$ cat config.mk
export PLATFORM = sky130hd
export DESIGN_NAME = cigar_from_aligned_segments_unit
export DESIGN_NICKNAME = d
export VERILOG_FILES = /design/src/rtl/cfas_pkg.sv /design/src/rtl/cfas_front.sv /design/src/rtl/cfas_queue.sv /design/src/rtl/cfas_back.sv /design/src/rtl/cigar_from_aligned_segments_unit.sv
export SDC_FILE = /design/constraint.sdc
export NUM_CORES = 1
export LEC_CHECK = 0
export ABC_AREA = 1
export BUFFER_PORTS_ARGS = -buffer_cell sky130_fd_sc_hd__buf_2
export CORE_MARGIN = 1
export CORE_UTILIZATION = 40
export DETAILED_ROUTE_END_ITERATION = 6
export HOLD_SLACK_MARGIN = 0.06
export SLEW_MARGIN = 30
export SYNTH_ARGS = -nofsm -noshare
export SYNTH_HDL_FRONTEND = slang
export SYNTH_HIERARCHICAL = 1
export SYNTH_SLANG_ARGS = --single-unit
$ cat constraint.sdc
create_clock -name clk -period 9 [get_ports clk]
set_input_delay 0.45 -clock clk [delete_from_list [all_inputs] [get_ports clk]]
set_output_delay 0.45 -clock clk [all_outputs]
set_load 0.1 [all_outputs]
$ cat src/rtl/cfas_pkg.sv
// Package for the CIGAR builder: operation codes, request records and the
// splice-site consensus test. It depends on nothing else.
package cfas_pkg;

  typedef enum logic [2:0] {
    OP_M = 3'd0,
    OP_I = 3'd1,
    OP_D = 3'd2,
    OP_N = 3'd3,
    OP_S = 3'd4
  } op_code_t;

  localparam int LEN_WIDTH = 32;
  localparam int SLOTS     = 4;

  typedef struct packed {
    logic [LEN_WIDTH-1:0] len;
    op_code_t             code;
  } op_t;

  typedef struct packed {
    logic [SLOTS-1:0] mask;
    op_t [SLOTS-1:0]  ops;
  } seg_rec_t;

  typedef struct packed {
    logic     valid;
    seg_rec_t rec;
  } q_head_t;

  localparam logic [7:0] ASC_A = 8'h41;
  localparam logic [7:0] ASC_C = 8'h43;
  localparam logic [7:0] ASC_G = 8'h47;
  localparam logic [7:0] ASC_T = 8'h54;
  localparam logic [7:0] ASC_N = 8'h4E;

  localparam logic [15:0] DI_GT = {ASC_G, ASC_T};
  localparam logic [15:0] DI_GC = {ASC_G, ASC_C};
  localparam logic [15:0] DI_AG = {ASC_A, ASC_G};
  localparam logic [15:0] DI_CT = {ASC_C, ASC_T};
  localparam logic [15:0] DI_AC = {ASC_A, ASC_C};

  function automatic logic [7:0] base_comp(input logic [7:0] b);
    case (b)
      ASC_A:   return ASC_T;
      ASC_T:   return ASC_A;
      ASC_C:   return ASC_G;
      ASC_G:   return ASC_C;
      default: return ASC_N;
    endcase
  endfunction

  function automatic logic [15:0] revcomp_pair(input logic [15:0] d);
    return {base_comp(d[7:0]), base_comp(d[15:8])};
  endfunction

  function automatic logic is_intron(input logic [15:0] left, input logic [15:0] right,
                                     input logic minus);
    logic [15:0] l;
    logic [15:0] r;
    l = minus ? revcomp_pair(right) : left;
    r = minus ? revcomp_pair(left) : right;
    return ((l == DI_GT || l == DI_GC) && r == DI_AG) || (l == DI_CT && r == DI_AC);
  endfunction

endpackage

$ cat src/rtl/cfas_front.sv
// Front end: accepts segments, keeps the previous segment's ends and builds
// the record of operations that the segment causes. Uses cfas_pkg.
module cfas_front #(
  parameter int COORD_WIDTH = 32
) (
  input  logic              clk,
  input  logic              rst_n,
  input  logic              in_valid,
  input  logic [31:0]       in_genome_start,
  input  logic [31:0]       in_genome_end,
  input  logic [31:0]       in_query_start,
  input  logic [31:0]       in_query_end,
  input  logic              in_first_segment,
  input  logic              in_last_segment,
  input  logic [31:0]       in_read_len,
  input  logic              in_splice_check,
  input  logic              in_minus_strand,
  input  logic [15:0]       in_left_bases,
  input  logic [15:0]       in_right_bases,
  input  logic              q_full,
  output logic              push,
  output cfas_pkg::seg_rec_t rec
);

  localparam int CW = COORD_WIDTH;

  logic [CW-1:0] gs, ge, qs, qe, rlen;
  logic [CW-1:0] prev_ge_r, prev_ge_nxt;
  logic [CW-1:0] prev_qe_r, prev_qe_nxt;
  logic [CW-1:0] g_diff, q_diff, qs_m1, m_len, tail;

  assign gs   = CW'(in_genome_start);
  assign ge   = CW'(in_genome_end);
  assign qs   = CW'(in_query_start);
  assign qe   = CW'(in_query_end);
  assign rlen = CW'(in_read_len);

  assign g_diff = gs - prev_ge_r;
  assign q_diff = qs - prev_qe_r;
  assign qs_m1  = qs - CW'(1);
  assign m_len  = ge - gs + CW'(1);
  assign tail   = rlen - qe;

  assign push = in_valid && !q_full;

  always_comb begin
    rec = '0;
    if (in_first_segment) begin
      rec.mask[0]     = qs > CW'(1);
      rec.ops[0].len  = cfas_pkg::LEN_WIDTH'(qs_m1);
      rec.ops[0].code = cfas_pkg::OP_S;
    end else begin
      rec.mask[0]     = (gs > prev_ge_r) && (g_diff > CW'(1));
      rec.ops[0].len  = cfas_pkg::LEN_WIDTH'(g_diff - CW'(1));
      rec.ops[0].code = (in_splice_check &&
                         cfas_pkg::is_intron(in_left_bases, in_right_bases,
                                             in_minus_strand)) ?
                        cfas_pkg::OP_N : cfas_pkg::OP_D;
    end
    rec.mask[1]     = !in_first_segment && (qs > prev_qe_r) && (q_diff > CW'(1));
    rec.ops[1].len  = cfas_pkg::LEN_WIDTH'(q_diff - CW'(1));
    rec.ops[1].code = cfas_pkg::OP_I;
    rec.mask[2]     = 1'b1;
    rec.ops[2].len  = cfas_pkg::LEN_WIDTH'(m_len);
    rec.ops[2].code = cfas_pkg::OP_M;
    rec.mask[3]     = in_last_segment && (qe < rlen);
    rec.ops[3].len  = cfas_pkg::LEN_WIDTH'(tail);
    rec.ops[3].code = cfas_pkg::OP_S;
  end

  always_comb begin
    prev_ge_nxt = prev_ge_r;
    prev_qe_nxt = prev_qe_r;
    if (push) begin
      prev_ge_nxt = ge;
      prev_qe_nxt = qe;
    end
  end

  always_ff @(posedge clk) begin
    if (!rst_n) begin
      prev_ge_r <= '0;
      prev_qe_r <= '0;
    end else begin
      prev_ge_r <= prev_ge_nxt;
      prev_qe_r <= prev_qe_nxt;
    end
  end

endmodule

$ cat src/rtl/cfas_queue.sv
// Two-entry queue of segment records between the front and back ends.
// Uses cfas_pkg.
module cfas_queue (
  input  logic               clk,
  input  logic               rst_n,
  input  logic               push,
  input  cfas_pkg::seg_rec_t rec,
  input  logic               pop,
  output logic               full,
  output cfas_pkg::q_head_t  head
);

  localparam int DEPTH = 2;
  localparam int PW    = $clog2(DEPTH);
  localparam int CNTW  = $clog2(DEPTH + 1);

  cfas_pkg::seg_rec_t entry_r [DEPTH];
  logic [PW-1:0]   wr_ptr_r, wr_ptr_nxt;
  logic [PW-1:0]   rd_ptr_r, rd_ptr_nxt;
  logic [CNTW-1:0] count_r, count_nxt;

  assign full       = count_r == CNTW'(DEPTH);
  assign head.valid = count_r != '0;
  assign head.rec   = entry_r[rd_ptr_r];

  always_comb begin
    wr_ptr_nxt = push ? wr_ptr_r + PW'(1) : wr_ptr_r;
    rd_ptr_nxt = pop ? rd_ptr_r + PW'(1) : rd_ptr_r;
    count_nxt  = count_r + CNTW'(push) - CNTW'(pop);
  end

  always_ff @(posedge clk) begin
    if (push) begin
      entry_r[wr_ptr_r] <= rec;
    end
  end

  always_ff @(posedge clk) begin
    if (!rst_n) begin
      wr_ptr_r <= '0;
      rd_ptr_r <= '0;
      count_r  <= '0;
    end else begin
      wr_ptr_r <= wr_ptr_nxt;
      rd_ptr_r <= rd_ptr_nxt;
      count_r  <= count_nxt;
    end
  end

endmodule

$ cat src/rtl/cfas_back.sv
// Back end: walks the head record's operations one per cycle, while the
// result side is not stalled, into the result register. Uses cfas_pkg.
module cfas_back (
  input  logic              clk,
  input  logic              rst_n,
  input  cfas_pkg::q_head_t head,
  output logic              pop,
  output logic              out_valid,
  input  logic              out_stall,
  output logic [31:0]       out_op_length,
  output logic [2:0]        out_op_code,
  output logic              out_last_of_segment
);

  logic [cfas_pkg::SLOTS-1:0] done_r, done_nxt;
  logic [cfas_pkg::SLOTS-1:0] pend, sel_bit, rest;
  logic [1:0]                 sel;
  logic                       adv, take;
  logic                       out_valid_r, out_valid_nxt;
  logic [31:0]                out_len_r;
  cfas_pkg::op_code_t         out_code_r;
  logic                       out_last_r;

  assign pend = head.rec.mask & ~done_r;

  always_comb begin
    sel = '0;
    for (int i = cfas_pkg::SLOTS - 1; i >= 0; i--) begin
      if (pend[i]) begin
        sel = 2'(i);
      end
    end
  end

  assign sel_bit = cfas_pkg::SLOTS'(1) << sel;
  assign rest    = pend & ~sel_bit;
  assign adv     = !out_valid_r || !out_stall;
  assign take    = head.valid && adv;
  assign pop     = take && (rest == '0);

  always_comb begin
    done_nxt      = done_r;
    out_valid_nxt = adv ? 1'b0 : out_valid_r;
    if (take) begin
      done_nxt      = pop ? '0 : (done_r | sel_bit);
      out_valid_nxt = 1'b1;
    end
  end

  always_ff @(posedge clk) begin
    if (take) begin
      out_len_r  <= head.rec.ops[sel].len;
      out_code_r <= head.rec.ops[sel].code;
      out_last_r <= rest == '0;
    end
  end

  always_ff @(posedge clk) begin
    if (!rst_n) begin
      done_r      <= '0;
      out_valid_r <= 1'b0;
    end else begin
      done_r      <= done_nxt;
      out_valid_r <= out_valid_nxt;
    end
  end

  assign out_valid           = out_valid_r;
  assign out_op_length       = out_len_r;
  assign out_op_code         = out_code_r;
  assign out_last_of_segment = out_last_r;

endmodule

$ cat src/rtl/cigar_from_aligned_segments_unit.sv
// Top level of the CIGAR builder: front end, record queue and back end.
// Depends on cfas_pkg, cfas_front, cfas_queue and cfas_back.
//
//   channel  direction  handshake             payload
//   in_      input      in_valid / in_stall   one aligned segment
//   out_     output     out_valid / out_stall one CIGAR operation
//
// A segment causes one to four operations, and the back end sends one per
// cycle while the result side is not stalled.
// The front end takes a segment each cycle while the two-entry queue has room.
// The first operation passes through the queue entry and then the result register to the result port.
// Reset clears the previous genome and query ends to zero and empties the queue.
// A stall on the result side holds the result register and fills the queue.
module cigar_from_aligned_segments_unit #(
  parameter int COORD_WIDTH = 32
) (
  input  logic        clk,
  input  logic        rst_n,
  input  logic        in_valid,
  output logic        in_stall,
  input  logic [31:0] in_genome_start,
  input  logic [31:0] in_genome_end,
  input  logic [31:0] in_query_start,
  input  logic [31:0] in_query_end,
  input  logic        in_first_segment,
  input  logic        in_last_segment,
  input  logic [31:0] in_read_len,
  input  logic        in_splice_check,
  input  logic        in_minus_strand,
  input  logic [15:0] in_left_bases,
  input  logic [15:0] in_right_bases,
  output logic        out_valid,
  input  logic        out_stall,
  output logic [31:0] out_op_length,
  output logic [2:0]  out_op_code,
  output logic        out_last_of_segment
);

  logic               push, pop, q_full;
  cfas_pkg::seg_rec_t rec;
  cfas_pkg::q_head_t  q_head;

  assign in_stall = q_full;

  cfas_front #(.COORD_WIDTH(COORD_WIDTH)) u_front (
    .clk              (clk),
    .rst_n            (rst_n),
    .in_valid         (in_valid),
    .in_genome_start  (in_genome_start),
    .in_genome_end    (in_genome_end),
    .in_query_start   (in_query_start),
    .in_query_end     (in_query_end),
    .in_first_segment (in_first_segment),
    .in_last_segment  (in_last_segment),
    .in_read_len      (in_read_len),
    .in_splice_check  (in_splice_check),
    .in_minus_strand  (in_minus_strand),
    .in_left_bases    (in_left_bases),
    .in_right_bases   (in_right_bases),
    .q_full           (q_full),
    .push             (push),
    .rec              (rec)
  );

  cfas_queue u_queue (
    .clk   (clk),
    .rst_n (rst_n),
    .push  (push),
    .rec   (rec),
    .pop   (pop),
    .full  (q_full),
    .head  (q_head)
  );

  cfas_back u_back (
    .clk                 (clk),
    .rst_n               (rst_n),
    .head                (q_head),
    .pop                 (pop),
    .out_valid           (out_valid),
    .out_stall           (out_stall),
    .out_op_length       (out_op_length),
    .out_op_code         (out_op_code),
    .out_last_of_segment (out_last_of_segment)
  );

  a_full_has_head : assert property (@(posedge clk) disable iff (!rst_n)
    q_full |-> q_head.valid)
    else $error("queue full without a head request");

  a_last_op_kind : assert property (@(posedge clk) disable iff (!rst_n)
    (out_valid && out_last_of_segment) |->
      (out_op_code == cfas_pkg::OP_M || out_op_code == cfas_pkg::OP_S))
    else $error("segment closed on an operation other than M or S");

  a_push_fills : assert property (@(posedge clk) disable iff (!rst_n)
    (push && !q_head.valid) |=> q_head.valid)
    else $error("request pushed into an empty queue was lost");

  a_pop_needs_head : assert property (@(posedge clk) disable iff (!rst_n)
    pop |-> q_head.valid)
    else $error("queue popped while empty");

endmodule
Word level (Yosys, flattened, before mapping)
Memories as Yosys holds them, arrays and structs flattened. A register that Yosys moved wholly into a read port is not among the register bits.
Index checks and enable logic that the tools add are counted.
W data, S select, Z words.
Cells by class
  mux-type cells: 26
  equality and inequality tests: 22
  shifts and indexed selects: 1
  reduce and logical (&&, ||, !) cells: 20
  $lt $le $gt $ge: 7
  add/subtract/negate cells: 12
  bitwise gates (word level): 5
Operators by type and width (count)
  $eq A8 B7 Y1 const B: 16
  $sub A32 B32 Y32: 4
  $gt A32 B1 Y1 const B: 3
  $sub A32 B1 Y32 const B: 3
  $eq A16 B15 Y1 const B: 5
  $pmux W5 S4: 4
  $bmux W35 S2: 1
  $mux W35: 2
  $gt A32 B32 Y1: 2
  $add A32 B1 Y32 const B: 1
  $lt A32 B32 Y1: 1
  $mux W16: 2
  $mux W8: 4
  $logic_and A1 B1 Y1: 10
  $and A4 B4 Y4: 2
  $mux W1: 8
  $mux W2: 4
  $not A4 Y4: 2
  $logic_not A1 Y1: 4
  $logic_not A4 Y1: 1
  $mux W4: 1
  $or A4 B4 Y4: 1
  $reduce_bool A2 Y1: 2
  $shl A1 B2 Y4 const A: 1
  other kinds (6): 9
Storage, ports and cells
  bits of input ports: 200
  memory bits (writable): 268
  memories: 1
  logic and storage cells: 104
  register bits: 109
  output and inout bits: 38
Memories
  u_queue.entry_r: words 2, bits a word 134, rd ports 1, clocked after Yosys merged registers in 1, wr ports 1, line cfas_queue.sv:17  | cfas_pkg::seg_rec_t entry_r [DEPTH];

Longest topological paths before layout
  depth after elaboration: 13
  mapped depth: 23
  gate-level depth less buffers: 23

By module
The synthesis kept the hierarchy.
By module, submodules not included
  cfas_front: cells each 2638, seq. area each 1281.2 µm², times used 1, area each 14704.1 µm²
  cfas_queue: cells each 481, seq. area each 8748.4 µm², times used 1, area each 10850.4 µm²
  cfas_back: cells each 285, seq. area each 1181.1 µm², times used 1, area each 2423.6 µm²

Worst setup path before layout
No wires, ideal clock.
  kind: register -> register
  start: register u_queue.count_r[1]
  end: memory u_queue/entry_r[0][0] in the netlist's numbering, enable pin
  setup time: 0.649 ns
  buffers on the path: 2
  period minus slack after synthesis: 8.396 ns
  path slack: 0.604 ns
  data arrival time: 7.747 ns
  cell stages (with the launch flop): 8
  data required time: 8.351 ns
  cells stage by stage: dfxtp_1 > inv_1 > nor2_1 > nor2_1 > clkbuf_1 > clkbuf_1 > inv_1 > nor2_1
Between the ends
  word-level cells in the longest chain between the ends: 5
RTL lines
  start: declaration: line cfas_queue.sv:20  | logic [CNTW-1:0] count_r, count_nxt;
  start signal: assignment: line cfas_queue.sv:46  | count_r <= count_nxt;
  $eq A2 B2 Y1: line cfas_queue.sv:22  | assign full = count_r == CNTW'(DEPTH);
  named net in_stall: line cigar_from_aligned_segments_unit.sv:20  | output logic in_stall,
  $logic_not A1 Y1: line cfas_front.sv:44  | assign push = in_valid && !q_full;
  $logic_and A1 B1 Y1: line cfas_front.sv:44
  named net push: line cigar_from_aligned_segments_unit.sv:39  | logic push, pop, q_full;
  $mux W1: line cfas_queue.sv:33  | if (push) begin
  $mux W1 (not written as such): line cfas_queue.sv:34  | entry_r[wr_ptr_r] <= rec;
  end: declaration: line cfas_queue.sv:17
The timed path passes the listed nets, and every way through them passes these cells.

==> flow_metrics.py <==
metrics = {
    "floorplanning": {
        "die_area_um2": 71000,
        "io_pins": 238,
        "core_area_um2": 68900,
        "initial_core_util_pct": 40.6,
        "fp-row-count": 96,
        "die_h_um": 266,
        "die_w_um": 266,
    },
    "logic_synthesis": {
        "ys_types": 61,
        "synth_edf_count": 324,
        "syn_inst": 3404,
        "synth_area_per_cell_um2": 8.22,
        "async_flop_share_pct": 0,
        "synth_area_leaders": "edfxtp_1, nand2_1, ha_1",
        "yosys_warnings": 6,
        "ys_seq_elements": 398,
        "ys.flop_type": "edfxtp_1",
        "synth_area_um2": 28000,
        "yosysSeqAreaShare_pct": 40.1,
        "synth_commonest_cells": "nand2_1, inv_1, nor2_1",
        "yosys.area.top_type": "edfxtp_1",
        "yosysMostFrequentCell": "nand2_1",
        "synth_top_area_share_pct": 34.8,
    },
    "clock_tree": {
        "ctsHtreeMaxLevel": 2,
        "cts.sinks": 398,
        "post_cts_buffers": 0,
        "cts_tree": "done",
        "cts.repair.resized": 0,
        "numCtsBuffers": 44,
        "clkTransAtPathRegs_ns": 0.06,
        "ctsHoldBuffers": 0,
        "cts_buffer_depth": 3,
        "clk_latency_ns": 0.58,
        "cts-root-buf": "clkbuf_16",
    },
    "drt": {
        "detail_route.wl_per_cell_um": 19.4,
        "route.detailed.drc": 0,
        "via_count": 23800,
        "routed_wl_um": 89300,
        "drtPass1Iterations": 5,
        "drtIter0Drc": 1852,
        "ant_nets": 0,
        "viasPerCell": 5.17,
    },
    "timing": {
        "fmaxAchievable_ghz": 0.246,
        "drv_slew": 0,
        "setup_viol": 0,
        "period_needed_ns": 4.07,
        "hold_viol_final": 0,
        "whs_ns": 0.134,
        "fin_tns_setup_ns": 0,
        "max_slew.worst_pin.slew_ns": 0.990,
        "slew_headroom_pct": 34.0,
        "rsz0062_at_grt": "no",
        "fin_skew_ns": 0.0197,
        "finalCritPeriodShare_pct": 45.2,
    },
    "cells_and_area": {
        "nFillCells": 6927,
        "drive_above_1_share_pct": 16.1,
        "ff_latch_area_um2": 11200,
        "final_util_pct": 45.8,
        "fin_nets": 4005,
        "area_delta_synth_final_pct": 12.8,
        "multi_input_area_um2": 14500,
    },
    "critical_path": {
        "path_class": "register to register",
        "crit_required_ns": 9.41,
        "cpLargestDelayFamily": "buffers and inverters",
        "cp_cell_sequence": "buf_4 -> mux2_2 -> inv_1 -> nor2_4 -> nand3_1 -> nand2_2 -> nor2_4 -> buf_4 -> a22oi_1 -> nand2_1",
        "end_kind": "register",
        "arrival_ns": 4.47,
        "max_stage_delay_ns": 0.83,
        "worstPathMaxFanout": 57,
        "cp_num_buf_inv": 3,
        "cp_slowest_cell": "dfxtp_4",
        "start_kind": "register",
    },
    "grt": {
        "track_usage_pct": 24.9,
        "grt_max_degree": 139,
        "grt_pass1_vias": 23000,
        "grt_pass1_wl_um": 133000,
        "overflow": 0,
        "antenna_found_initial": 5,
    },
    "pwr": {
        "pwr-share-clk_pct": 21.0,
        "seqPwrFrac_pct": 32.2,
        "powerDensity_nw_per_um2": 272,
        "p_int_w": 0.00481,
        "netSwitchingPower_w": 0.00378,
        "swShare_pct": 44.0,
        "ir_drop_mv": 0.201,
        "p_leak_nw": 14.1,
        "combinationalPowerShare_pct": 46.8,
    },
    "placement": {
        "portBuffers": 237,
        "gp_congestion": 0.955,
        "dp_hpwl_um": 70200,
    },
    "outcome": {
        "outcome": "finished clean",
    },
    "worst_hold_path": {
        "hp-class": "primary input to register",
    },
    "job": {
        "cap_viol_max_count": 0,
    },
}
==> per-stage QoR <==
stage | power [W] | instance area [um^2] | setup WS (ns) | std cells
final | 0.00859 | 31500 | 4.93 | 4604
after global routing | 0.00907 | 31500 | 4.66 | 4604
after CTS | 0.00861 | 31500 | 4.85 | 4600
after detailed placement | 0.00679 | 30100 | 4.87 | 4520
after global placement | 0.00675 | 30000 | 4.34 | 4518
after floorplan | 0.00575 | 28000 | 0.604 | 3412
==> power groups by stage <==
stage | sequential [W] | clock [W] | combinational [W]
after CTS | 0.00277 | 0.00184 | 0.00400
after detailed placement | 0.00281 | 0 | 0.00398
final | 0.00277 | 0.00180 | 0.00402
after global routing | 0.00280 | 0.00191 | 0.00436
after floorplan | 0.00340 | 0 | 0.00236
after global placement | 0.00280 | 0 | 0.00395
==> layout make-up <==
type	count	area share, %
Inverter	501	5.99
Tap cell	931	3.69
Clock buffer	60	3.93
Antenna cell	3	0.0238
Clock inverter	20	0.591
Multi-Input combinational cell	2440	45.9
Sequential cell	398	35.5
Timing Repair Buffer	251	4.32
==> per-layer routing <==
layer	global-route usage, %	up-vias	wire length [um]
li1	-	11800	-
met4	6.38	2	2170
met2	41.2	709	41300
met5	0	-	8
met1	34.7	11200	40600
met3	2.55	108	5200
==> final timing paths <==
check        slack [ns]                                  to                          startpoint  cells past startpoint
max                4.93  u_back/out_op_length[18]$_DFFE_PP_                            register                     10
min                0.13   u_front/prev_qe_r[0]$_SDFFE_PN0P_                     in_query_end[0]                      3
max reg2reg        4.93  u_back/out_op_length[18]$_DFFE_PP_                            register                     10
min reg2reg        0.46  u_front/prev_ge_r[14]$_SDFFE_PN0P_  u_front/prev_ge_r[14]$_SDFFE_PN0P_                      2
==> layout by cell type, fill, tap and decap left out, drive strengths merged, types with 3 or more instances in the layout <==
| master | Yosys | final |
|---|---|---|
| o21ai | 203 | 203 |
| a211oi | 3 | 3 |
| ha | 165 | 165 |
| bufinv | 0 | 3 |
| nand3b | 13 | 13 |
| o21a | 7 | 7 |
| a22oi | 36 | 36 |
| o21bai | 4 | 4 |
| fa | 4 | 4 |
| a21boi | 4 | 4 |
| a21oi | 229 | 229 |
| inv | 498 | 501 |
| dfxtp | 74 | 74 |
| o221a | 3 | 3 |
| edfxtp | 324 | 324 |
| nand3 | 168 | 168 |
| a31oi | 9 | 9 |
| nor2 | 383 | 383 |
| nor3 | 43 | 43 |
| mux2 | 144 | 144 |
| clkbuf | 30 | 60 |
| xnor2 | 38 | 38 |
| a21o | 7 | 7 |
| o211ai | 4 | 4 |
| and2 | 10 | 10 |
| conb | 2 | 10 |
| clkinv | 3 | 16 |
| nor4 | 10 | 10 |
| nand4 | 55 | 55 |
| buf | 43 | 251 |
| diode | 0 | 3 |
| nand2 | 799 | 799 |
| o31ai | 3 | 3 |
| xor2 | 74 | 74 |
| or2 | 3 | 3 |
==> worst reg2reg max path: cells and delay by family, from the launching register on <==
kind	cells	cell delay, ns
buf+inv	3	1.43
flops	1	0.83
compound gates	1	0.15
simple gates	5	1.07
mux	1	0.43
==> sequential cells by signal, indices dropped and copies added, names as in the netlist, 2 cells and up, named ones only <==
| signal | count |
|---|---|
| u_back/done_r | 4 |
| u_back/out_op_code | 3 |
| u_back/out_op_length | 32 |
| u_front/prev_ge_r | 32 |
| u_front/prev_qe_r | 32 |
| u_queue/count_r | 2 |
| u_queue/entry_r | 288 |
==> logic make-up after synthesis <==
family	after synthesis	share of synthesized area [%]
adder cells (fa/ha/maj)	169	7.67
XOR/XNOR	112	3.80
buffers and inverters	574	8.38
multiplexers	145	6.64
flip-flops	398	40.1
other	2	0.0268
AND/OR/NAND/NOR	1488	23.2
AO/OA/AOI/OAI	516	10.2
(Power assumes the default switching activity.)
